File: src/sv/scc_pkg.sv
// Shared types and constants for the stick calibrate-and-curve block.
package scc_pkg;

    localparam int unsigned NUM_AXES   = 4;
    localparam int unsigned AXIS_IDX_W = $clog2(NUM_AXES);
    localparam int unsigned ADC_W      = 12;
    localparam int unsigned AXIS_W     = 17;
    localparam int unsigned OFF_W      = 14;
    localparam int unsigned SCALED_W   = 11;
    localparam int unsigned DIFF_W     = 15;
    localparam int unsigned MAG_W      = 13;
    localparam int unsigned QUOT_W     = 16;
    localparam int unsigned FRAMES_W   = 3;

    // Shared multiplier geometry
    localparam int unsigned MUL_A_W    = 26;
    localparam int unsigned MUL_B_W    = 17;
    localparam int unsigned PROD_W     = MUL_A_W + MUL_B_W;

    // Scaling: trunc(adc * 1998 / 4096) - 999
    localparam logic [10:0] SCALE_GAIN  = 11'd1998;
    localparam int unsigned SCALE_SHIFT = 12;
    localparam logic [11:0] SCALE_BIAS  = 12'd999;

    // Curve: trunc(d * d / 1000) via reciprocal floor(2^26 / 1000) plus one correction
    localparam logic [9:0]  CURVE_DIV   = 10'd1000;
    localparam int unsigned CURVE_SHIFT = 26;
    localparam logic [16:0] CURVE_RECIP = 17'd67108;

    // Calibration average uses a reciprocal with this many fraction bits
    localparam int unsigned CAL_SHIFT   = 16;

    // Axes whose curved value is negated
    localparam logic [NUM_AXES-1:0] AXIS_FLIP = 4'b0101;

    typedef enum logic [3:0] {
        ST_IDLE,
        ST_SCALE,
        ST_OFFS,
        ST_CAL_ABS,
        ST_CAL_Q,
        ST_CAL_FIX,
        ST_SQ,
        ST_DIV_X,
        ST_DIV_Q,
        ST_DIV_FIX,
        ST_DONE
    } t_state;

    typedef enum logic [2:0] {
        MS_NONE,
        MS_SCALE,
        MS_CAL_RECIP,
        MS_CAL_BACK,
        MS_SQUARE,
        MS_DIV_RECIP,
        MS_DIV_BACK
    } t_mul_sel;

    typedef struct packed {
        logic     in_ready;
        t_mul_sel mul_sel;
        logic     do_offs;
        logic     do_cal_abs;
        logic     do_cal_q;
        logic     do_cal_fix;
        logic     do_sq;
        logic     do_div_x;
        logic     do_div_q;
        logic     do_div_fix;
        logic     do_done;
    } t_ctrl;

    typedef struct packed {
        logic in_valid;
        logic out_free;
        logic cal_last;
        logic axis_last;
    } t_stat;

endpackage

File: src/sv/scc_mul.sv
// Shared unsigned multiplier with registered product.
module scc_mul (
    input  logic                               i_clk,
    input  logic [scc_pkg::MUL_A_W-1:0]        i_a,
    input  logic [scc_pkg::MUL_B_W-1:0]        i_b,
    output logic [scc_pkg::PROD_W-1:0]         o_prod
);

    logic [scc_pkg::PROD_W-1:0] r_prod;

    always_ff @(posedge i_clk) begin
        r_prod <= scc_pkg::PROD_W'(i_a) * scc_pkg::PROD_W'(i_b);
    end

    assign o_prod = r_prod;

endmodule

File: src/sv/scc_seq.sv
// Sequencer that steps each axis through the shared multiplier.
module scc_seq (
    input  logic            i_clk,
    input  logic            i_rst_n,
    input  scc_pkg::t_stat  i_stat,
    output scc_pkg::t_ctrl  o_ctrl
);

    scc_pkg::t_state r_state;
    scc_pkg::t_state n_state;

    always_ff @(posedge i_clk) begin
        if (!i_rst_n) begin
            r_state <= scc_pkg::ST_IDLE;
        end else begin
            r_state <= n_state;
        end
    end

    always_comb begin
        n_state = r_state;
        unique case (r_state)
            scc_pkg::ST_IDLE: begin
                if (i_stat.in_valid) n_state = scc_pkg::ST_SCALE;
            end
            scc_pkg::ST_SCALE:   n_state = scc_pkg::ST_OFFS;
            scc_pkg::ST_OFFS: begin
                // last calibration frame: average the offset before use
                n_state = i_stat.cal_last ? scc_pkg::ST_CAL_ABS : scc_pkg::ST_SQ;
            end
            scc_pkg::ST_CAL_ABS: n_state = scc_pkg::ST_CAL_Q;
            scc_pkg::ST_CAL_Q:   n_state = scc_pkg::ST_CAL_FIX;
            scc_pkg::ST_CAL_FIX: n_state = scc_pkg::ST_SQ;
            scc_pkg::ST_SQ:      n_state = scc_pkg::ST_DIV_X;
            scc_pkg::ST_DIV_X:   n_state = scc_pkg::ST_DIV_Q;
            scc_pkg::ST_DIV_Q:   n_state = scc_pkg::ST_DIV_FIX;
            scc_pkg::ST_DIV_FIX: begin
                n_state = i_stat.axis_last ? scc_pkg::ST_DONE : scc_pkg::ST_SCALE;
            end
            scc_pkg::ST_DONE: begin
                if (i_stat.out_free) n_state = scc_pkg::ST_IDLE;
            end
            default:             n_state = scc_pkg::ST_IDLE;
        endcase
    end

    always_comb begin
        o_ctrl = '0;
        o_ctrl.mul_sel = scc_pkg::MS_NONE;
        unique case (r_state)
            scc_pkg::ST_IDLE:    o_ctrl.in_ready = 1'b1;
            scc_pkg::ST_SCALE:   o_ctrl.mul_sel = scc_pkg::MS_SCALE;
            scc_pkg::ST_OFFS:    o_ctrl.do_offs = 1'b1;
            scc_pkg::ST_CAL_ABS: begin
                o_ctrl.do_cal_abs = 1'b1;
                o_ctrl.mul_sel    = scc_pkg::MS_CAL_RECIP;
            end
            scc_pkg::ST_CAL_Q: begin
                o_ctrl.do_cal_q = 1'b1;
                o_ctrl.mul_sel  = scc_pkg::MS_CAL_BACK;
            end
            scc_pkg::ST_CAL_FIX: o_ctrl.do_cal_fix = 1'b1;
            scc_pkg::ST_SQ: begin
                o_ctrl.do_sq   = 1'b1;
                o_ctrl.mul_sel = scc_pkg::MS_SQUARE;
            end
            scc_pkg::ST_DIV_X: begin
                o_ctrl.do_div_x = 1'b1;
                o_ctrl.mul_sel  = scc_pkg::MS_DIV_RECIP;
            end
            scc_pkg::ST_DIV_Q: begin
                o_ctrl.do_div_q = 1'b1;
                o_ctrl.mul_sel  = scc_pkg::MS_DIV_BACK;
            end
            scc_pkg::ST_DIV_FIX: o_ctrl.do_div_fix = 1'b1;
            scc_pkg::ST_DONE:    o_ctrl.do_done = 1'b1;
            default: begin
            end
        endcase
    end

endmodule

File: src/sv/stick_calibrate_and_curve.sv
// Top level: joystick frame calibration and square-curve shaping.
//
// Input channel: i_valid / o_ready carry one frame (four 12-bit samples and
// two button levels). Output channel: o_valid / i_ready carry one result per
// frame (four signed 17-bit axes and the two switch levels).
// Each axis makes four or six passes through one shared multiplier
// (scale, square, reciprocal divide by 1000 with a back-multiply for the
// correction, and on the last calibration frame a reciprocal average).
// A frame steps each axis through the scale, offset, square and divide states,
// plus the calibration states on the last calibration frame. The done state then
// loads the output register, so o_valid rises at the edge that ends it, and
// o_ready rises at that same edge.
// A finished result waits in the output register while the next frame is
// taken in; if the receiver still stalls when the next frame finishes, the
// sequencer holds and o_ready stays low.
// Reset clears the offsets, reloads the calibration frame count and empties
// the output register. The first CAL_FRAMES frames after reset calibrate.
module stick_calibrate_and_curve #(
    parameter int unsigned CAL_FRAMES = 5
) (
    input  logic                                i_clk,
    input  logic                                i_rst_n,
    input  logic                                i_valid,
    output logic                                o_ready,
    input  logic [scc_pkg::ADC_W-1:0]           i_stick_0,
    input  logic [scc_pkg::ADC_W-1:0]           i_stick_1,
    input  logic [scc_pkg::ADC_W-1:0]           i_stick_2,
    input  logic [scc_pkg::ADC_W-1:0]           i_stick_3,
    input  logic                                i_button_a,
    input  logic                                i_button_b,
    output logic                                o_valid,
    input  logic                                i_ready,
    output logic signed [scc_pkg::AXIS_W-1:0]   o_axis_0,
    output logic signed [scc_pkg::AXIS_W-1:0]   o_axis_1,
    output logic signed [scc_pkg::AXIS_W-1:0]   o_axis_2,
    output logic signed [scc_pkg::AXIS_W-1:0]   o_axis_3,
    output logic                                o_switch_a,
    output logic                                o_switch_b
);

    localparam int unsigned NA = scc_pkg::NUM_AXES;
    localparam int unsigned IW = scc_pkg::AXIS_IDX_W;
    localparam logic [scc_pkg::MUL_B_W-1:0] CAL_RECIP =
        scc_pkg::MUL_B_W'((1 << scc_pkg::CAL_SHIFT) / CAL_FRAMES);
    localparam logic [scc_pkg::MUL_B_W-1:0] CAL_DIV = scc_pkg::MUL_B_W'(CAL_FRAMES);

    scc_pkg::t_ctrl w_ctrl;
    scc_pkg::t_stat w_stat;

    // control registers
    logic [IW-1:0]                       r_axis,   n_axis;
    logic [scc_pkg::FRAMES_W-1:0]        r_frames, n_frames;
    logic signed [scc_pkg::OFF_W-1:0]    r_off [NA];
    logic signed [scc_pkg::OFF_W-1:0]    n_off [NA];
    logic                                r_o_valid, n_o_valid;

    // payload registers
    logic [scc_pkg::ADC_W-1:0]           r_adc [NA];
    logic [scc_pkg::ADC_W-1:0]           n_adc [NA];
    logic                                r_btn_a, n_btn_a, r_btn_b, n_btn_b;
    logic signed [scc_pkg::SCALED_W-1:0] r_s, n_s;
    logic [scc_pkg::MAG_W-1:0]           r_mag, n_mag;
    logic                                r_neg, n_neg;
    logic [scc_pkg::MUL_A_W-1:0]         r_x, n_x;
    logic [scc_pkg::QUOT_W-1:0]          r_q, n_q;
    logic signed [scc_pkg::AXIS_W-1:0]   r_res [NA];
    logic signed [scc_pkg::AXIS_W-1:0]   n_res [NA];
    logic signed [scc_pkg::AXIS_W-1:0]   r_o_axis [NA];
    logic signed [scc_pkg::AXIS_W-1:0]   n_o_axis [NA];
    logic                                r_o_sw_a, n_o_sw_a, r_o_sw_b, n_o_sw_b;

    // datapath wires
    logic [scc_pkg::MUL_A_W-1:0]         w_mul_a;
    logic [scc_pkg::MUL_B_W-1:0]         w_mul_b;
    logic [scc_pkg::PROD_W-1:0]          w_prod;
    logic                                w_accept;
    logic                                w_axis_last;
    logic signed [scc_pkg::OFF_W-1:0]    w_off_cur;
    logic [scc_pkg::MAG_W-1:0]           w_off_mag;
    logic signed [scc_pkg::SCALED_W-1:0] w_s;
    logic [scc_pkg::MAG_W-1:0]           w_cal_q0;
    logic [scc_pkg::OFF_W-1:0]           w_cal_rem;
    logic [scc_pkg::MAG_W-1:0]           w_cal_q;
    logic signed [scc_pkg::OFF_W-1:0]    w_off_avg;
    logic signed [scc_pkg::DIFF_W-1:0]   w_d;
    logic [scc_pkg::MAG_W-1:0]           w_d_mag;
    logic [scc_pkg::QUOT_W-1:0]          w_div_q0;
    logic [scc_pkg::MUL_A_W-1:0]         w_div_rem;
    logic signed [scc_pkg::AXIS_W-1:0]   w_div_q;
    logic signed [scc_pkg::AXIS_W-1:0]   w_curved;

    scc_seq u_seq (
        .i_clk   (i_clk),
        .i_rst_n (i_rst_n),
        .i_stat  (w_stat),
        .o_ctrl  (w_ctrl)
    );

    scc_mul u_mul (
        .i_clk  (i_clk),
        .i_a    (w_mul_a),
        .i_b    (w_mul_b),
        .o_prod (w_prod)
    );

    assign w_accept    = w_ctrl.in_ready && i_valid;
    assign w_axis_last = (r_axis == IW'(NA - 1));

    assign w_stat.in_valid  = i_valid;
    assign w_stat.out_free  = !r_o_valid || i_ready;
    assign w_stat.cal_last  = (r_frames == scc_pkg::FRAMES_W'(1));
    assign w_stat.axis_last = w_axis_last;

    // per-axis arithmetic around the shared multiplier
    assign w_off_cur = r_off[r_axis];
    assign w_off_mag = scc_pkg::MAG_W'(w_off_cur[scc_pkg::OFF_W-1] ? -w_off_cur : w_off_cur);
    assign w_s = scc_pkg::SCALED_W'(
        $signed({1'b0, w_prod[scc_pkg::SCALE_SHIFT +: scc_pkg::SCALED_W]})
        - $signed(scc_pkg::SCALE_BIAS));

    assign w_cal_q0  = w_prod[scc_pkg::CAL_SHIFT +: scc_pkg::MAG_W];
    assign w_cal_rem = {1'b0, r_mag} - w_prod[scc_pkg::OFF_W-1:0];
    assign w_cal_q   = r_q[scc_pkg::MAG_W-1:0]
                     + scc_pkg::MAG_W'(w_cal_rem >= scc_pkg::OFF_W'(CAL_DIV));
    assign w_off_avg = w_off_cur[scc_pkg::OFF_W-1]
                     ? -$signed({1'b0, w_cal_q}) : $signed({1'b0, w_cal_q});

    assign w_d     = scc_pkg::DIFF_W'(r_s) - scc_pkg::DIFF_W'(w_off_cur);
    assign w_d_mag = scc_pkg::MAG_W'(w_d[scc_pkg::DIFF_W-1] ? -w_d : w_d);

    assign w_div_q0  = w_prod[scc_pkg::CURVE_SHIFT +: scc_pkg::QUOT_W];
    assign w_div_rem = r_x - w_prod[scc_pkg::MUL_A_W-1:0];
    assign w_div_q   = $signed({1'b0, r_q})
                     + $signed(scc_pkg::AXIS_W'(w_div_rem >= scc_pkg::MUL_A_W'(scc_pkg::CURVE_DIV)));
    assign w_curved  = (r_neg ^ scc_pkg::AXIS_FLIP[r_axis]) ? -w_div_q : w_div_q;

    // operand select for the shared multiplier
    always_comb begin
        w_mul_a = '0;
        w_mul_b = '0;
        unique case (w_ctrl.mul_sel)
            scc_pkg::MS_NONE: begin
            end
            scc_pkg::MS_SCALE: begin
                w_mul_a = scc_pkg::MUL_A_W'(r_adc[r_axis]);
                w_mul_b = scc_pkg::MUL_B_W'(scc_pkg::SCALE_GAIN);
            end
            scc_pkg::MS_CAL_RECIP: begin
                w_mul_a = scc_pkg::MUL_A_W'(w_off_mag);
                w_mul_b = CAL_RECIP;
            end
            scc_pkg::MS_CAL_BACK: begin
                w_mul_a = scc_pkg::MUL_A_W'(w_cal_q0);
                w_mul_b = CAL_DIV;
            end
            scc_pkg::MS_SQUARE: begin
                w_mul_a = scc_pkg::MUL_A_W'(w_d_mag);
                w_mul_b = scc_pkg::MUL_B_W'(w_d_mag);
            end
            scc_pkg::MS_DIV_RECIP: begin
                w_mul_a = w_prod[scc_pkg::MUL_A_W-1:0];
                w_mul_b = scc_pkg::CURVE_RECIP;
            end
            scc_pkg::MS_DIV_BACK: begin
                w_mul_a = scc_pkg::MUL_A_W'(w_div_q0);
                w_mul_b = scc_pkg::MUL_B_W'(scc_pkg::CURVE_DIV);
            end
            default: begin
            end
        endcase
    end

    // next-state datapath
    always_comb begin
        n_axis    = r_axis;
        n_frames  = r_frames;
        n_off     = r_off;
        n_o_valid = r_o_valid;
        n_adc     = r_adc;
        n_btn_a   = r_btn_a;
        n_btn_b   = r_btn_b;
        n_s       = r_s;
        n_mag     = r_mag;
        n_neg     = r_neg;
        n_x       = r_x;
        n_q       = r_q;
        n_res     = r_res;
        n_o_axis  = r_o_axis;
        n_o_sw_a  = r_o_sw_a;
        n_o_sw_b  = r_o_sw_b;

        if (r_o_valid && i_ready) n_o_valid = 1'b0;

        if (w_accept) begin
            n_adc[0] = i_stick_0;
            n_adc[1] = i_stick_1;
            n_adc[2] = i_stick_2;
            n_adc[3] = i_stick_3;
            n_btn_a  = i_button_a;
            n_btn_b  = i_button_b;
            n_axis   = '0;
        end
        if (w_ctrl.do_offs) begin
            n_s = w_s;
            // accumulate while calibrating; the running sum is used as is
            if (r_frames != '0) begin
                n_off[r_axis] = w_off_cur + scc_pkg::OFF_W'(w_s);
            end
        end
        if (w_ctrl.do_cal_abs) n_mag = w_off_mag;
        if (w_ctrl.do_cal_q)   n_q   = scc_pkg::QUOT_W'(w_cal_q0);
        if (w_ctrl.do_cal_fix) n_off[r_axis] = w_off_avg;
        if (w_ctrl.do_sq) begin
            n_neg = w_d[scc_pkg::DIFF_W-1];
            n_mag = w_d_mag;
        end
        if (w_ctrl.do_div_x) n_x = w_prod[scc_pkg::MUL_A_W-1:0];
        if (w_ctrl.do_div_q) n_q = w_div_q0;
        if (w_ctrl.do_div_fix) begin
            n_res[r_axis] = w_curved;
            n_axis = w_axis_last ? '0 : r_axis + IW'(1);
            if (w_axis_last && r_frames != '0) n_frames = r_frames - scc_pkg::FRAMES_W'(1);
        end
        if (w_ctrl.do_done && w_stat.out_free) begin
            n_o_axis  = r_res;
            n_o_sw_a  = r_btn_a;
            n_o_sw_b  = r_btn_b;
            n_o_valid = 1'b1;
        end
    end

    always_ff @(posedge i_clk) begin
        if (!i_rst_n) begin
            r_axis    <= '0;
            r_frames  <= scc_pkg::FRAMES_W'(CAL_FRAMES);
            r_o_valid <= 1'b0;
            for (int i = 0; i < NA; i++) begin
                r_off[i] <= '0;
            end
        end else begin
            r_axis    <= n_axis;
            r_frames  <= n_frames;
            r_o_valid <= n_o_valid;
            r_off     <= n_off;
        end
    end

    always_ff @(posedge i_clk) begin
        r_adc    <= n_adc;
        r_btn_a  <= n_btn_a;
        r_btn_b  <= n_btn_b;
        r_s      <= n_s;
        r_mag    <= n_mag;
        r_neg    <= n_neg;
        r_x      <= n_x;
        r_q      <= n_q;
        r_res    <= n_res;
        r_o_axis <= n_o_axis;
        r_o_sw_a <= n_o_sw_a;
        r_o_sw_b <= n_o_sw_b;
    end

    assign o_ready    = w_ctrl.in_ready;
    assign o_valid    = r_o_valid;
    assign o_axis_0   = r_o_axis[0];
    assign o_axis_1   = r_o_axis[1];
    assign o_axis_2   = r_o_axis[2];
    assign o_axis_3   = r_o_axis[3];
    assign o_switch_a = r_o_sw_a;
    assign o_switch_b = r_o_sw_b;

`ifndef ASSERT_OFF
    // reciprocal estimates are never more than one below the true quotient
    a_div_rem: assert property (@(posedge i_clk) disable iff (!i_rst_n)
        w_ctrl.do_div_fix |-> (w_div_rem < 2 * scc_pkg::MUL_A_W'(scc_pkg::CURVE_DIV)))
        else $error("curve remainder out of range");

    a_cal_rem: assert property (@(posedge i_clk) disable iff (!i_rst_n)
        w_ctrl.do_cal_fix |-> (w_cal_rem < 2 * scc_pkg::OFF_W'(CAL_DIV)))
        else $error("calibration remainder out of range");

    // frame count stays within its reset value, and the axis index is zero while idle
    a_frames: assert property (@(posedge i_clk) disable iff (!i_rst_n)
        (r_frames <= scc_pkg::FRAMES_W'(CAL_FRAMES)) && (!w_ctrl.in_ready || (r_axis == '0)))
        else $error("frame count or axis index corrupt");

    // results appear only from the done step
    a_out_src: assert property (@(posedge i_clk) disable iff (!i_rst_n)
        $rose(r_o_valid) |-> $past(w_ctrl.do_done))
        else $error("output loaded outside done step");

    for (genvar g = 0; g < NA; g++) begin : g_off_hold
        a_off_hold: assert property (@(posedge i_clk) disable iff (!i_rst_n)
            (r_frames == '0) |=> (r_frames == '0) && $stable(r_off[g]))
            else $error("offset changed after calibration");
    end
`endif

endmodule

File: config.mk
export PLATFORM = sky130hd
export DESIGN_NAME = stick_calibrate_and_curve
export DESIGN_NICKNAME = d
export VERILOG_FILES = /design/src/sv/scc_pkg.sv /design/src/sv/scc_mul.sv /design/src/sv/scc_seq.sv /design/src/sv/stick_calibrate_and_curve.sv
export SDC_FILE = /design/constraint.sdc
export NUM_CORES = 1
export LEC_CHECK = 0
export ABC_AREA = 1
export BUFFER_PORTS_ARGS = -buffer_cell sky130_fd_sc_hd__buf_2
export CAP_MARGIN = 25
export CORE_ASPECT_RATIO = 1.2
export CORE_MARGIN = 4
export CORE_UTILIZATION = 45
export CTS_CLUSTER_SIZE = 10
export DETAILED_ROUTE_END_ITERATION = 10
export GPL_ROUTABILITY_DRIVEN = 0
export PLACE_DENSITY_LB_ADDON = 0.2
export SLEW_MARGIN = 20
export SYNTH_ARGS = -nofsm -noshare
export SYNTH_HDL_FRONTEND = slang
export SYNTH_SLANG_ARGS = --single-unit
export TNS_END_PERCENT = 30
File: constraint.sdc
create_clock -name i_clk -period 11.9 [get_ports i_clk]
set_clock_uncertainty 0.2 [all_clocks]
set_input_delay 1.785 -clock i_clk [delete_from_list [all_inputs] [get_ports i_clk]]
set_output_delay 1.785 -clock i_clk [all_outputs]
set_load 0.05 [all_outputs]
# After elaboration in Yosys (flattened, before gate mapping)
# Index checks and enable logic that the tools add are counted.
# word_totals
elab_cells	135
output_inout_bits	72
reg_bits	363
n_memories	0
mem_bits_ro	0
latchBits	0
input_bits	54
ramBits	0
# op_classes
addsub	13
muxes	49
n_shift	0
eq_ne	20
order_cmp	5
mul	1
n_reduce_logical	15
bitwise_logic	2
div_mod_pow	0
# op_table
cell	n
$mux W56	3
$pmux W26 S6	1
$bwmux W56	2
$pmux W17 S6	1
$bwmux W68	1
$mux W14	4
$mux W13	4
$pmux W4 S11	1
$mul A26 B17 Y42	1
$demux W17 S2	1
$mux W17	2
$mux W16	2
$bmux W14 S2	1
$demux W14 S2	1
$ge A26 B10 Y1 const B	1
$neg A13 Y13	2
$sub A26 B26 Y26	1
$bmux W12 S2	1
$mux W12	2
$pmux W3 S6	1
$add A16 B1 Y17	1
$neg A17 Y17	1
$eq A4 B3 Y1 const B	4
$sub A11 B14 Y15	1
other kinds (33)	65

# Logic depth before layout (Yosys ltp)
# Gate-level depths: netlist of the first run.
# depth
word_depth	10
ltp_mapped	49
ltp_nobuf	47

# Hierarchy
# A second synthesis of the first run with hierarchy kept.
# hier_totals
hier_cells	4566
area_unflattened_um2	35225.0
# modules_own_cells
module	cells_per_inst	seq_area_each_um2	area_each_um2	instances
stick_calibrate_and_curve	2276	8898.5	18561.6	1
scc_mul	2226	860.8	16321.9	1
scc_seq	64	80.1	341.6	1

# Worst setup path after synthesis of the first run
# OpenSTA, ideal clock, no wires.
# synth_timing
kind	flip-flop to flip-flop
from	register r_axis[1]
to	register u_mul.r_prod, in the netlist u_mul.o_prod[41]
setup_slack_ps	3827
synth_period_minus_slack_ps	8073
arrival_ps	7752
stages_incl_launch_ff	46
path_buffers	2
setup_ps	120
required_ps	11580
cell_sequence	dfxtp_1 -> buf_2 -> buf_2 -> nand3_1 -> nand2_2 -> inv_1 -> ha_1 -> inv_1 -> fa_1 -> inv_1 -> ha_1 -> inv_1 -> nor2_1 -> nand3_1 -> nor2_1 -> nand2_1 -> nor2_2 -> nand2_1 -> (+10 left out) -> fa_1 -> inv_1 -> fa_1 -> inv_1 -> fa_1 -> inv_1 -> fa_1 -> inv_1 -> ha_1 -> a21oi_1 -> inv_1 -> a21oi_1 -> nand2_1 -> a21oi_1 -> o21ai_0 -> nand2_1 -> nand2_1 -> xnor2_1
# synth_via
elab_chain_len	9
word_cells_on_any_way	15
classes_between	add/sub: 3; mul: 1; mux: 10; bitwise: 1
# synth_rtl
element	line_no	rtl
start: declaration	stick_calibrate_and_curve.sv:51	logic [IW-1:0] r_axis, n_axis;
start signal: assignment	stick_calibrate_and_curve.sv:241	r_axis <= n_axis;
$not A2 Y3 (not written as such) (*)	stick_calibrate_and_curve.sv:115, stick_calibrate_and_curve.sv:145	
$bmux W14 S2	stick_calibrate_and_curve.sv:115	assign w_off_cur = r_off[r_axis];
$mux W14 (not written as such) (2 in a row)	stick_calibrate_and_curve.sv:115	
$sub A11 B14 Y15	stick_calibrate_and_curve.sv:128	assign w_d = scc_pkg::DIFF_W'(r_s) - scc_pkg::DIFF_W'(w_off_cur);
$neg A13 Y13	stick_calibrate_and_curve.sv:129	assign w_d_mag = scc_pkg::MAG_W'(w_d[scc_pkg::DIFF_W-1] ? -w_d : w_d);
$mux W13	stick_calibrate_and_curve.sv:129	
$pmux W26 S6 or $pmux W17 S6 (tied branches)	stick_calibrate_and_curve.sv:141	unique case (w_ctrl.mul_sel)
$mul A26 B17 Y42 (*)	scc_mul.sv:12	r_prod <= scc_pkg::PROD_W'(i_a) * scc_pkg::PROD_W'(i_b);
end signal: assignment	scc_mul.sv:12	
end: declaration	scc_mul.sv:9	logic [scc_pkg::PROD_W-1:0] r_prod;
# Mark *: on every way between the ends. The rest lies on a longest branch, timed or not. The select of a mux whose other input is x is not followed.
# A chain may end at the register's enable or synchronous reset.

# Worst setup path in the final report of the first run
# layout_timing
from	register r_axis[0]
to	register u_mul.r_prod, in the netlist u_mul.o_prod[36]
# The elaborated chain is that of the path after synthesis.

==> out/results.txt, run 1 <==
sequential share of the synthesized area = 30.8%
CTS H-tree lvls = 2
final setup margin = 1.96 ns
DR pass1 iterations = 6
EDFF count, synth = 255
warnings from Yosys = 0
CTS root buffer = clkbuf_16
Setup TNS = 0 ns
Required @ worst endpoint = 12.17 ns
global route overflow = 0
largest family of logic cells by synthesized area = adder cells
DRC Markers = 0
Final Hold Fails = 0
fin crit share = 83.5%
worst slew pin tran = 1.05 ns
mapped cell area = 31900 sq um
PortBufs = 125
largest delay contributor family on the critical path = adder cells
Seq pwr share = 19.8%
xor and xnor area share after synthesis = 3.10%
postcts setup bufs = 0
chip height = 300 um
worst hold path class = reg -> reg
Die Width = 251 um
placed insts = 4892
critical path arrival = 10.21 ns
drt total wl = 88900 um
post-synthesis average cell area = 8.42 sq um
number of clock sinks = 363
die footprint = 75200 sq um
First DRT Iteration DRCs = 1715
clock transition at the registers of the reported paths = 0.06 ns
f_max = 0.101 GHz
flops & latches, synth = 363
# setup viols final = 0
Layout Area Growth over Synthesis = 10.0%
worst r2r src = r_axis[0]
type of origin of the critical path = flop
drt wl/cell = 17.9 um
Antenna Violating Nets Remaining = 0
post-cts hold buffer count = 0
max-slew violations = 0
P_sw = 0.00480 W
Longest Clk Path Bufs = 3
Logic pwr share = 66.8%
global-route wire length before repair = 140000 um
MaxCap Viol Count = 0
Hold EP = o_axis_3[10]
most used cell, CP = inv_1
fraction of final layout cells sized beyond drive strength 1 = 7.69%
Peak VDD IR = 0.156 mV
crit-path max FO = 61
via/cell ratio = 5.06
Tot GR Track Use = 23.8%
outcome = completed
depth of the most critical reg-to-reg path = 44
CTS buffer count = 44
Internal Power = 0.00427 W
core area = 69900 sq um
CP max stage cell = inv_2
post-CTS sizing = 0
# rows = 106
Post-DP HPWL = 72700 um
Ports = 126
fin cells = 4963
post-synth cell types = 60
DR vias = 25100
CP endpoint kind = flop
crit path time final = 9.94 ns
post-synthesis adder-cell area fraction = 28.0%
diode count = 0
post-synthesis compound-gate area fraction = 7.30%
initial antenna violation count = 0
hold_sp = r_res[10]
clock group share of total power = 13.4%
Slew HR = 29.6%
worst hold stages = 0
simple logic cell fraction of the synthesized area = 19.5%
Crit path largest cell delay = 0.55 ns
largest net degree at the start of global routing = 71
Worst Path Buf+Inv = 11
mux contribution to synthesized area = 0%
vias in the first global route = 25300
PwrDens = 258 nW/um^2
Cells after Synth = 3787
Post-layout nets = 4599
async set-or-reset flop fraction in the synthesized netlist = 0%
Initial Util = 45.6%
Crit Path Class = reg -> reg
r2r setup slk = 1.96 ns
RR Endpoint = u_mul.o_prod[36]
setup slack at placement = 2.08 ns
Synth Flop Type = edfxtp_1
RSZ-0062 raised after global routing = no
CTS tree = built
Switching Fraction = 52.9%
worst skew pair latency = 0.59 ns
Leak = 16.9 nW
cells by family (layout without fill, tap and decap cells):
group / count (synthesis) / count (layout)
flip-flops: 363 / 363
other: 2 / 118
XOR/XNOR: 108 / 108
adder cells (fa/ha/maj): 525 / 525
AO/OA/AOI/OAI: 419 / 419
buffers and inverters: 919 / 1061
AND/OR/NAND/NOR: 1451 / 1451
state kept, by name, indices dropped and copies added, names as in the netlist, 2 cells and up:
register,flops
r_off,56
u_seq.r_state,4
o_axis_3,17
r_x,26
r_mag,13
r_s,11
o_axis_1,17
o_axis_0,17
o_axis_2,17
r_axis,2
r_adc,48
r_frames,3
r_res,68
r_q,16
u_mul.o_prod,42
routing by layer:
metal,wire length [um],track usage (%),up-vias,share of wire (%)
met5,0,0,-,0
met4,4060,9.24,0,4.6
met3,4980,2.94,181,5.6
met2,44100,42.2,794,50
met1,35800,29.7,12000,40
li1,-,-,12100,-
power by group through the flow:
stage / combinational, W / sequential (W) / clock, W
2_1_floorplan: 0.00430 / 0.00174 / 0
3_3_place_gp: 0.00598 / 0.00182 / 0
3_5_place_dp: 0.00599 / 0.00182 / 0
4_1_cts: 0.00604 / 0.00179 / 0.00124
5_1_grt: 0.00681 / 0.00181 / 0.00129
6_report: 0.00605 / 0.00180 / 0.00121
how the worst max path moves through the flow:
stage,from,cells past startpoint,end,slack [ns]
after floorplan,r_axis[1],45,u_mul.o_prod[41],3.83
after global placement,r_axis[0],46,u_mul.o_prod[35],2.20
after detailed placement,r_axis[0],44,u_mul.o_prod[36],2.08
after CTS,r_axis[0],44,u_mul.o_prod[36],2.03
after global routing,r_axis[0],44,u_mul.o_prod[36],1.20
final,r_axis[0],44,u_mul.o_prod[36],1.96
cell type report:
type	instances	area (sq um)
clock inverter	10	80.1
tap	918	1150
fill	6717	34800
inverter	846	3180
clock buffer	61	1170
timing repair buffer	144	768
sequential	363	9820
multi-input combinational	2621	18900
cell usage in the layout, fill, tap and decap left out, types with 9 or more instances in the layout:
master     netlist  final
clkbuf_16        0     44
a21oi_1        181    181
o21ai_1         13     13
nand2_2         19     19
nor3_1          27     27
dfxtp_1        108    107
conb_1           2    118
o21bai_1        13     13
nand4_1         28     28
fa_1           312    312
edfxtp_1       255    255
inv_1          823    823
xnor2_1         37     37
xor2_1          67     67
buf_2           27    125
ha_1           213    213
nand3_2         11     11
nand2_1        777    777
clkbuf_1        21     16
o21ai_0        142    142
inv_2           19     19
a31oi_1         16     16
a21oi_2         10     10
a221oi_1        12     12
nand3b_1        11     11
nor2_1         344    340
a21o_1           9      9
nand3_1        177    177
buf_4            7     19
nor2_2          14     16
Yosys cell counts (28+ instances only):
cell type / number / area (sq um)
xor2_1: 67 / 587
nand4_1: 28 / 175
o21ai_0: 142 / 711
dfxtp_1: 108 / 2160
fa_1: 312 / 6250
nor2_1: 344 / 1290
inv_1: 823 / 3090
a21oi_1: 181 / 906
ha_1: 213 / 2670
nand2_1: 777 / 2920
edfxtp_1: 255 / 7660
nand3_1: 177 / 886
xnor2_1: 37 / 324
metrics by stage:
step | util (%) | hold slack, ns | instance area (sq um) | total power [W]
CTS | 50.2 | 0.211 | 35100 | 0.00907
global route | 50.2 | 0.219 | 35100 | 0.00990
detailed placement | 48.4 | 0.205 | 33800 | 0.00780
global placement | 48.4 | 0.201 | 33800 | 0.00780
floorplan | - | 0.200 | 32300 | 0.00604
finish | 50.2 | 0.211 | 35100 | 0.00906
worst register-to-register path, delay by kind of cell (launching register included):
family / cells / cell delay [ns]
AOI/OAI and AO/OA: 5 / 1.00
DFF: 1 / 0.31
buffers and inverters: 11 / 1.73
and+or+nand+nor: 18 / 2.44
adders and majority gates: 10 / 4.16
Power figures use the tool's default switching activity.
==> inputs of run 2 (changes only) <==
- ABC_AREA: 1 -> 0
- clock period: 11.9 -> 10.2 ns (I/O delays scaled with it)
==> out/results.txt, run 2 <==
drt total wl = 81400 um (-8.5%)
Crit Path Class = reg -> reg
most used cell, CP = fa_1
Post-DP HPWL = 65300 um (-10%)
DRC Markers = 0 (unchanged)
chip height = 290 um (-3.4%)
Hold EP = o_axis_2[15]
worst hold path class = reg -> reg
MaxCap Viol Count = 0 (unchanged)
global-route wire length before repair = 129000 um (-8.1%)
Ports = 126 (unchanged)
crit-path max FO = 8 (-87%)
DR WL met2 = 40300 um (-8.7%)
max-slew violations = 0 (unchanged)
warnings from Yosys = 0 (unchanged)
fin util = 51.8% (+1.6 points)
post-synth cell types = 75 (+25%)
Longest Clk Path Bufs = 3 (unchanged)
PwrDens = 273 nW/um^2 (+5.6%)
via/cell ratio = 5.43 (+7.3%)
top layer in use = met4
wl on met1 = 31000 um (-13%)
CP endpoint kind = flop
Peak VDD IR = 0.200 mV (+28%)
flops & latches, synth = 363 (unchanged)
met3 routed WL = 4750 um (-4.7%)
outcome = completed
# rows = 102 (-3.8%)
Die Width = 243 um (-3.3%)
async set-or-reset flop fraction in the synthesized netlist = 0% (unchanged)
Layout Area Growth over Synthesis = 13.1%
Most flops, register = r_res
post-cts hold buffer count = 0 (unchanged)
f_max = 0.101 GHz (+0.60%)
worst slew pin tran = 1.04 ns (-0.00752 ns)
cell taking the most area after synthesis = edfxtp_1
hold_sp = r_res[32]
CTS H-tree lvls = 2 (unchanged)
Synth Flop Type = edfxtp_1
Leak = 15.0 nW (-12%)
EDFF count, synth = 255 (unchanged)
First DRT Iteration DRCs = 1592 (-7.2%)
r2r setup slk = 0.32 ns (-1.64 ns)
Required @ worst endpoint = 10.49 ns (-1.68 ns)
worst r2r src = r_axis[0]
top-area cell type share of the netlist area = 25.8% (+1.7 points)
type of origin of the critical path = flop
core area = 65000 sq um (-7.1%)
Tot GR Track Use = 23.5% (-0.33 points)
worst hold stages = 0 (unchanged)
clock transition at the registers of the reported paths = 0.06 ns (about the same)
largest net degree at the start of global routing = 71 (unchanged)
sequential share of the synthesized area = 33.0% (+2.2 points)
post-synthesis average cell area = 10.2 sq um (+21%)
global route overflow = 0 (unchanged)
DR vias = 22000 (-12%)
CP max stage cell = fa_1
multi-input logic area = 18300 sq um (-3.3%)
final setup margin = 0.319 ns (-1.64 ns)
DR pass1 iterations = 6 (unchanged)
initial antenna violation count = 1 (+1)
mapped cell area = 29700 sq um (-6.8%)
commonest cells after routing, fill and taps aside = inv_1, nand2_1, fa_1, edfxtp_1, ha_1
PortBufs = 125 (unchanged)
Fillers = 5804 (-14%)
die footprint = 70200 sq um (-6.6%)
vias in the first global route = 23100 (-8.7%)
Post-layout nets = 3777 (-18%)
RR Endpoint = u_mul.o_prod[40]
Initial Util = 45.7% (+0.14 points)
CTS root buffer = clkbuf_16
cell with the most instances after synthesis = inv_1
fin crit share = 96.9% (+13 points)
biggest regs = r_res: 68 flops, r_off: 56 flops, r_adc: 48 flops
crit path time final = 9.88 ns (-0.0595 ns)
CTS buffer count = 44 (unchanged)
Crit path largest cell delay = 0.59 ns (+0.04 ns)
synth top area cells = edfxtp_1, fa_1, ha_1
setup slack at placement = 0.108 ns (-1.97 ns)
CTS tree = built
commonest non-fill, non-tap cell in the layout = inv_1
Antenna Violating Nets Remaining = 0 (unchanged)
# setup viols final = 0 (unchanged)
max FFs per register = 68 (unchanged)
worst skew pair latency = 0.60 ns (about the same)
Post-synth top cells = inv_1, nand2_1, fa_1, edfxtp_1, ha_1
Final Hold Fails = 0 (unchanged)
Slew HR = 29.2% (-0.34 points)
Cells after Synth = 2926 (-23%)
fraction of final layout cells sized beyond drive strength 1 = 10.8% (+3.1 points)
depth of the most critical reg-to-reg path = 32 (-27%)
Seq. cell area = 9820 sq um (about the same)
number of clock sinks = 363 (unchanged)
critical path arrival = 10.17 ns (-0.04 ns)
drt wl/cell = 20.1 um (+12%)
[run 2: cell types whose count changed after synthesis, sizes merged, moves of 73 or more]
| cell | previous run | this run |
|---|---|---|
| inv | 844 | 518 |
| nor2 | 364 | 147 |
| nand2 | 800 | 331 |
| o21ai | 158 | 85 |
| nand3 | 194 | 43 |
| a21oi | 191 | 113 |
[run 2: layer usage]
metal  vias to the layer above  GRT usage [%]
met5                         -              0
met4                         0           13.7
met3                       229           3.11
met2                       821           41.1
met1                     10800           27.9
li1                      10200              -
[run 2: critical path: cells and delay by family (launching register included)]
kind / cells / cell delay [ns]
adders and majority gates: 8 / 3.68
AOI/OAI and AO/OA: 13 / 3.23
and+or+nand+nor: 4 / 0.95
muxes: 1 / 0.55
xor gates and xnor gates: 2 / 0.44
DFF: 1 / 0.39
buffers and inverters: 4 / 0.36
[run 2: cell families after synthesis]
group                      Yosys count  share of synthesized area [%]
other                                2                         0.0253
buffers and inverters              615                           7.81
adders and majority gates          525                           30.0
DFF                                363                           33.0
and+or+nand+nor                    780                           12.2
xor gates and xnor gates           153                           4.51
AOI/OAI and AO/OA                  443                           9.90
muxes                               45                           2.57
[run 2: how the worst max path moves through the flow]
stage,startpoint,to,slack (ns),depth (start not counted)
floorplan,r_axis[0],u_mul.o_prod[39],0.003,38
global placement,r_axis[0],u_mul.o_prod[40],0.22,35
detailed placement,r_axis[0],u_mul.o_prod[40],0.11,35
CTS,r_axis[0],u_mul.o_prod[40],0.03,35
global route,r_axis[0],u_mul.o_prod[40],-0.11,34
finish,r_axis[0],u_mul.o_prod[40],0.32,32
[run 2: final cells by class]
class	count	share of cell area, %
Antenna cell	1	0.00744
Clock buffer	62	3.59
Clock inverter	7	0.205
Inverter	520	5.81
Multi-Input combinational cell	2064	54.4
Sequential cell	363	29.2
Tap cell	832	3.10
Timing Repair Buffer	205	3.71
[run 2: timing repair]
item,CTS,global route
setup endpoints to repair,0,14
setup buffers,0,7
hold endpoints to repair,0,0
resized for setup,0,48
[run 2: where the power goes]
group          switching (W)  internal, W  leakage, nW
clock network       0.000606     0.000822        0.625
logic                0.00346      0.00216         11.1
registers           0.000238      0.00189         3.21
[run 2: stage by stage]
stage	total power [W]	setup TNS (ns)	std cells	hold WS [ns]	cell area, sq um
final	0.00918	0	4054	0.209	33600
after floorplan	0.00582	0	3042	0.200	30200
after CTS	0.00895	0	4042	0.208	33300
after global placement	0.00738	0	3973	0.200	32000
after detailed placement	0.00747	0	3973	0.205	32000
after global routing	0.00993	-0.283	4053	0.213	33600
==> inputs of run 3 (changes only) <==
- RECOVER_POWER: not set -> 100
==> out/results.txt, run 3 (synthesis results as in run 2) <==
CTS tree = built
number of clock sinks = 363 (unchanged)
global-route wire length before repair = 129000 um (unchanged)
Layout Area Growth over Synthesis = 13.0%
Final Hold Fails = 0 (unchanged)
wl on met1 = 31300 um (+1.0%)
Hold EP = o_axis_2[15]
worst r2r src = r_axis[0]
Post-layout nets = 3777 (unchanged)
RR Endpoint = u_mul.o_prod[40]
Crit Path Class = reg -> reg
r2r setup slk = 0.31 ns (about the same)
Slew HR = 7.61% (-22 points)
f_max = 0.101 GHz (about the same)
global route overflow = 0 (unchanged)
MaxCap Viol Count = 0 (unchanged)
DRC Markers = 0 (unchanged)
via/cell ratio = 5.42 (-0.19%)
drt total wl = 81400 um (about the same)
Hold WS = 0.209 ns (+0.0000240 ns)
critical path arrival = 10.18 ns (about the same)
top layer in use = met4
hold_sp = r_res[32]
PwrDens = 273 nW/um^2 (about the same)
depth of the most critical reg-to-reg path = 32 (unchanged)
fin crit share = 96.9% (about the same)
met3 routed WL = 4480 um (-5.7%)
DR vias = 22000 (-0.19%)
worst slew pin tran = 1.39 ns (+0.341 ns)
commonest non-fill, non-tap cell in the layout = inv_1
Ports = 126 (unchanged)
# setup viols final = 0 (unchanged)
DR pass1 iterations = 6 (unchanged)
crit path time final = 9.89 ns (+0.00587 ns)
Longest Clk Path Bufs = 3 (unchanged)
outcome = completed
Area after DPL = 32000 sq um (unchanged)
DR WL met2 = 40300 um (about the same)
initial antenna violation count = 1 (unchanged)
CP max stage cell = fa_1
Post-DP HPWL = 65300 um (unchanged)
placed insts = 3973 (unchanged)
worst hold path class = reg -> reg
crit-path max FO = 8 (unchanged)
Setup TNS = 0 ns (unchanged)
Most flops, register = r_res
Initial Util = 45.7% (unchanged)
worst hold stages = 0 (unchanged)
vias in the first global route = 23100 (unchanged)
largest net degree at the start of global routing = 71 (unchanged)
Crit path largest cell delay = 0.59 ns (about the same)
die footprint = 70200 sq um (unchanged)
max FFs per register = 68 (unchanged)
max-slew violations = 0 (unchanged)
worst skew pair latency = 0.60 ns (about the same)
Required @ worst endpoint = 10.49 ns (about the same)
Peak VDD IR = 0.200 mV (about the same)
CP endpoint kind = flop
fin cells = 4054 (unchanged)
CTS buffer count = 44 (unchanged)
First DRT Iteration DRCs = 1614 (+1.4%)
CTS H-tree lvls = 2 (unchanged)
chip height = 290 um (unchanged)
most used cell, CP = fa_1
# rows = 102 (unchanged)
fin util = 51.7% (-0.054 points)
Tot GR Track Use = 23.5% (unchanged)
Die Width = 243 um (unchanged)
Fillers = 5818 (+0.24%)
type of origin of the critical path = flop
core area = 65000 sq um (unchanged)
Leak = 14.9 nW (-0.30%)
fraction of final layout cells sized beyond drive strength 1 = 10.4% (-0.40 points)
clock transition at the registers of the reported paths = 0.06 ns (about the same)
PortBufs = 125 (unchanged)
Design Area, Final = 33600 sq um (-0.10%)
commonest cells after routing, fill and taps aside = inv_1, nand2_1, fa_1, edfxtp_1, ha_1
biggest regs = r_res: 68 flops, r_off: 56 flops, r_adc: 48 flops
CTS root buffer = clkbuf_16
drt wl/cell = 20.1 um (about the same)
Antenna Violating Nets Remaining = 0 (unchanged)
==> run 3: cell types whose count changed in the layout (fill, tap and decap cells not counted) <==
cell      before  now
buf_2        126  120
and2_1        64   63
nor3_2         2    1
clkbuf_1      14   26
buf_4         75   69
and2_0         4    5
nor3_1        43   44
==> run 3: layer usage <==
layer,vias up,track usage (%)
met3,223,3.11
met2,755,41.1
met1,10800,27.9
li1,10200,-
met5,-,0
met4,0,13.7
==> run 3: final cells by class <==
type	instances	area (sq um)	area share, %
repair buffers	205	1220	3.62
well taps	832	1040	3.10
clock buffers	62	1210	3.60
multi-input cells	2064	18300	54.4
clock inverters	7	68.8	0.205
flip-flops and latches	363	9820	29.2
inverters	520	1950	5.82
diodes	1	2.50	0.00745
==> run 3: report_power, final <==
part	switching, W	internal, W	total, W
sequential	0.000238	0.00189	0.00212
clock	0.000607	0.000822	0.00143
combinational	0.00346	0.00216	0.00562
==> run 3: stage by stage <==
stage / setup slack [ns] / power, W
2_1_floorplan: 0.00297 / 0.00582
3_3_place_gp: 0.219 / 0.00738
3_5_place_dp: 0.108 / 0.00747
4_1_cts: 0.0302 / 0.00895
5_1_grt: -0.111 / 0.00992
6_report: 0.313 / 0.00917
==> run 3: critical path, delay by kind of cell, from the launching register on <==
| family | cells | cell delay (ns) |
|---|---|---|
| AOI/OAI and AO/OA | 13 | 3.21 |
| buffers and inverters | 4 | 0.36 |
| muxes | 1 | 0.55 |
| adders and majority gates | 8 | 3.67 |
| and+or+nand+nor | 4 | 0.95 |
| xor gates and xnor gates | 2 | 0.44 |
| DFF | 1 | 0.39 |
==> run 3: how the worst max path moves through the flow <==
stage	startpoint	to	slack [ns]	cells past startpoint
detailed placement	r_axis[0]	u_mul.o_prod[40]	0.11	35
global placement	r_axis[0]	u_mul.o_prod[40]	0.22	35
CTS	r_axis[0]	u_mul.o_prod[40]	0.03	35
floorplan	r_axis[0]	u_mul.o_prod[39]	0.003	38
global route	r_axis[0]	u_mul.o_prod[40]	-0.11	34
finish	r_axis[0]	u_mul.o_prod[40]	0.31	32
==> run 3: what timing repair did <==
action,4_1_cts,5_1_grt
hold buffers,0,0
gates resized for setup,0,48
endpoints found under the setup margin,0,14
endpoints found under the hold margin,0,0
buffers inserted,0,7
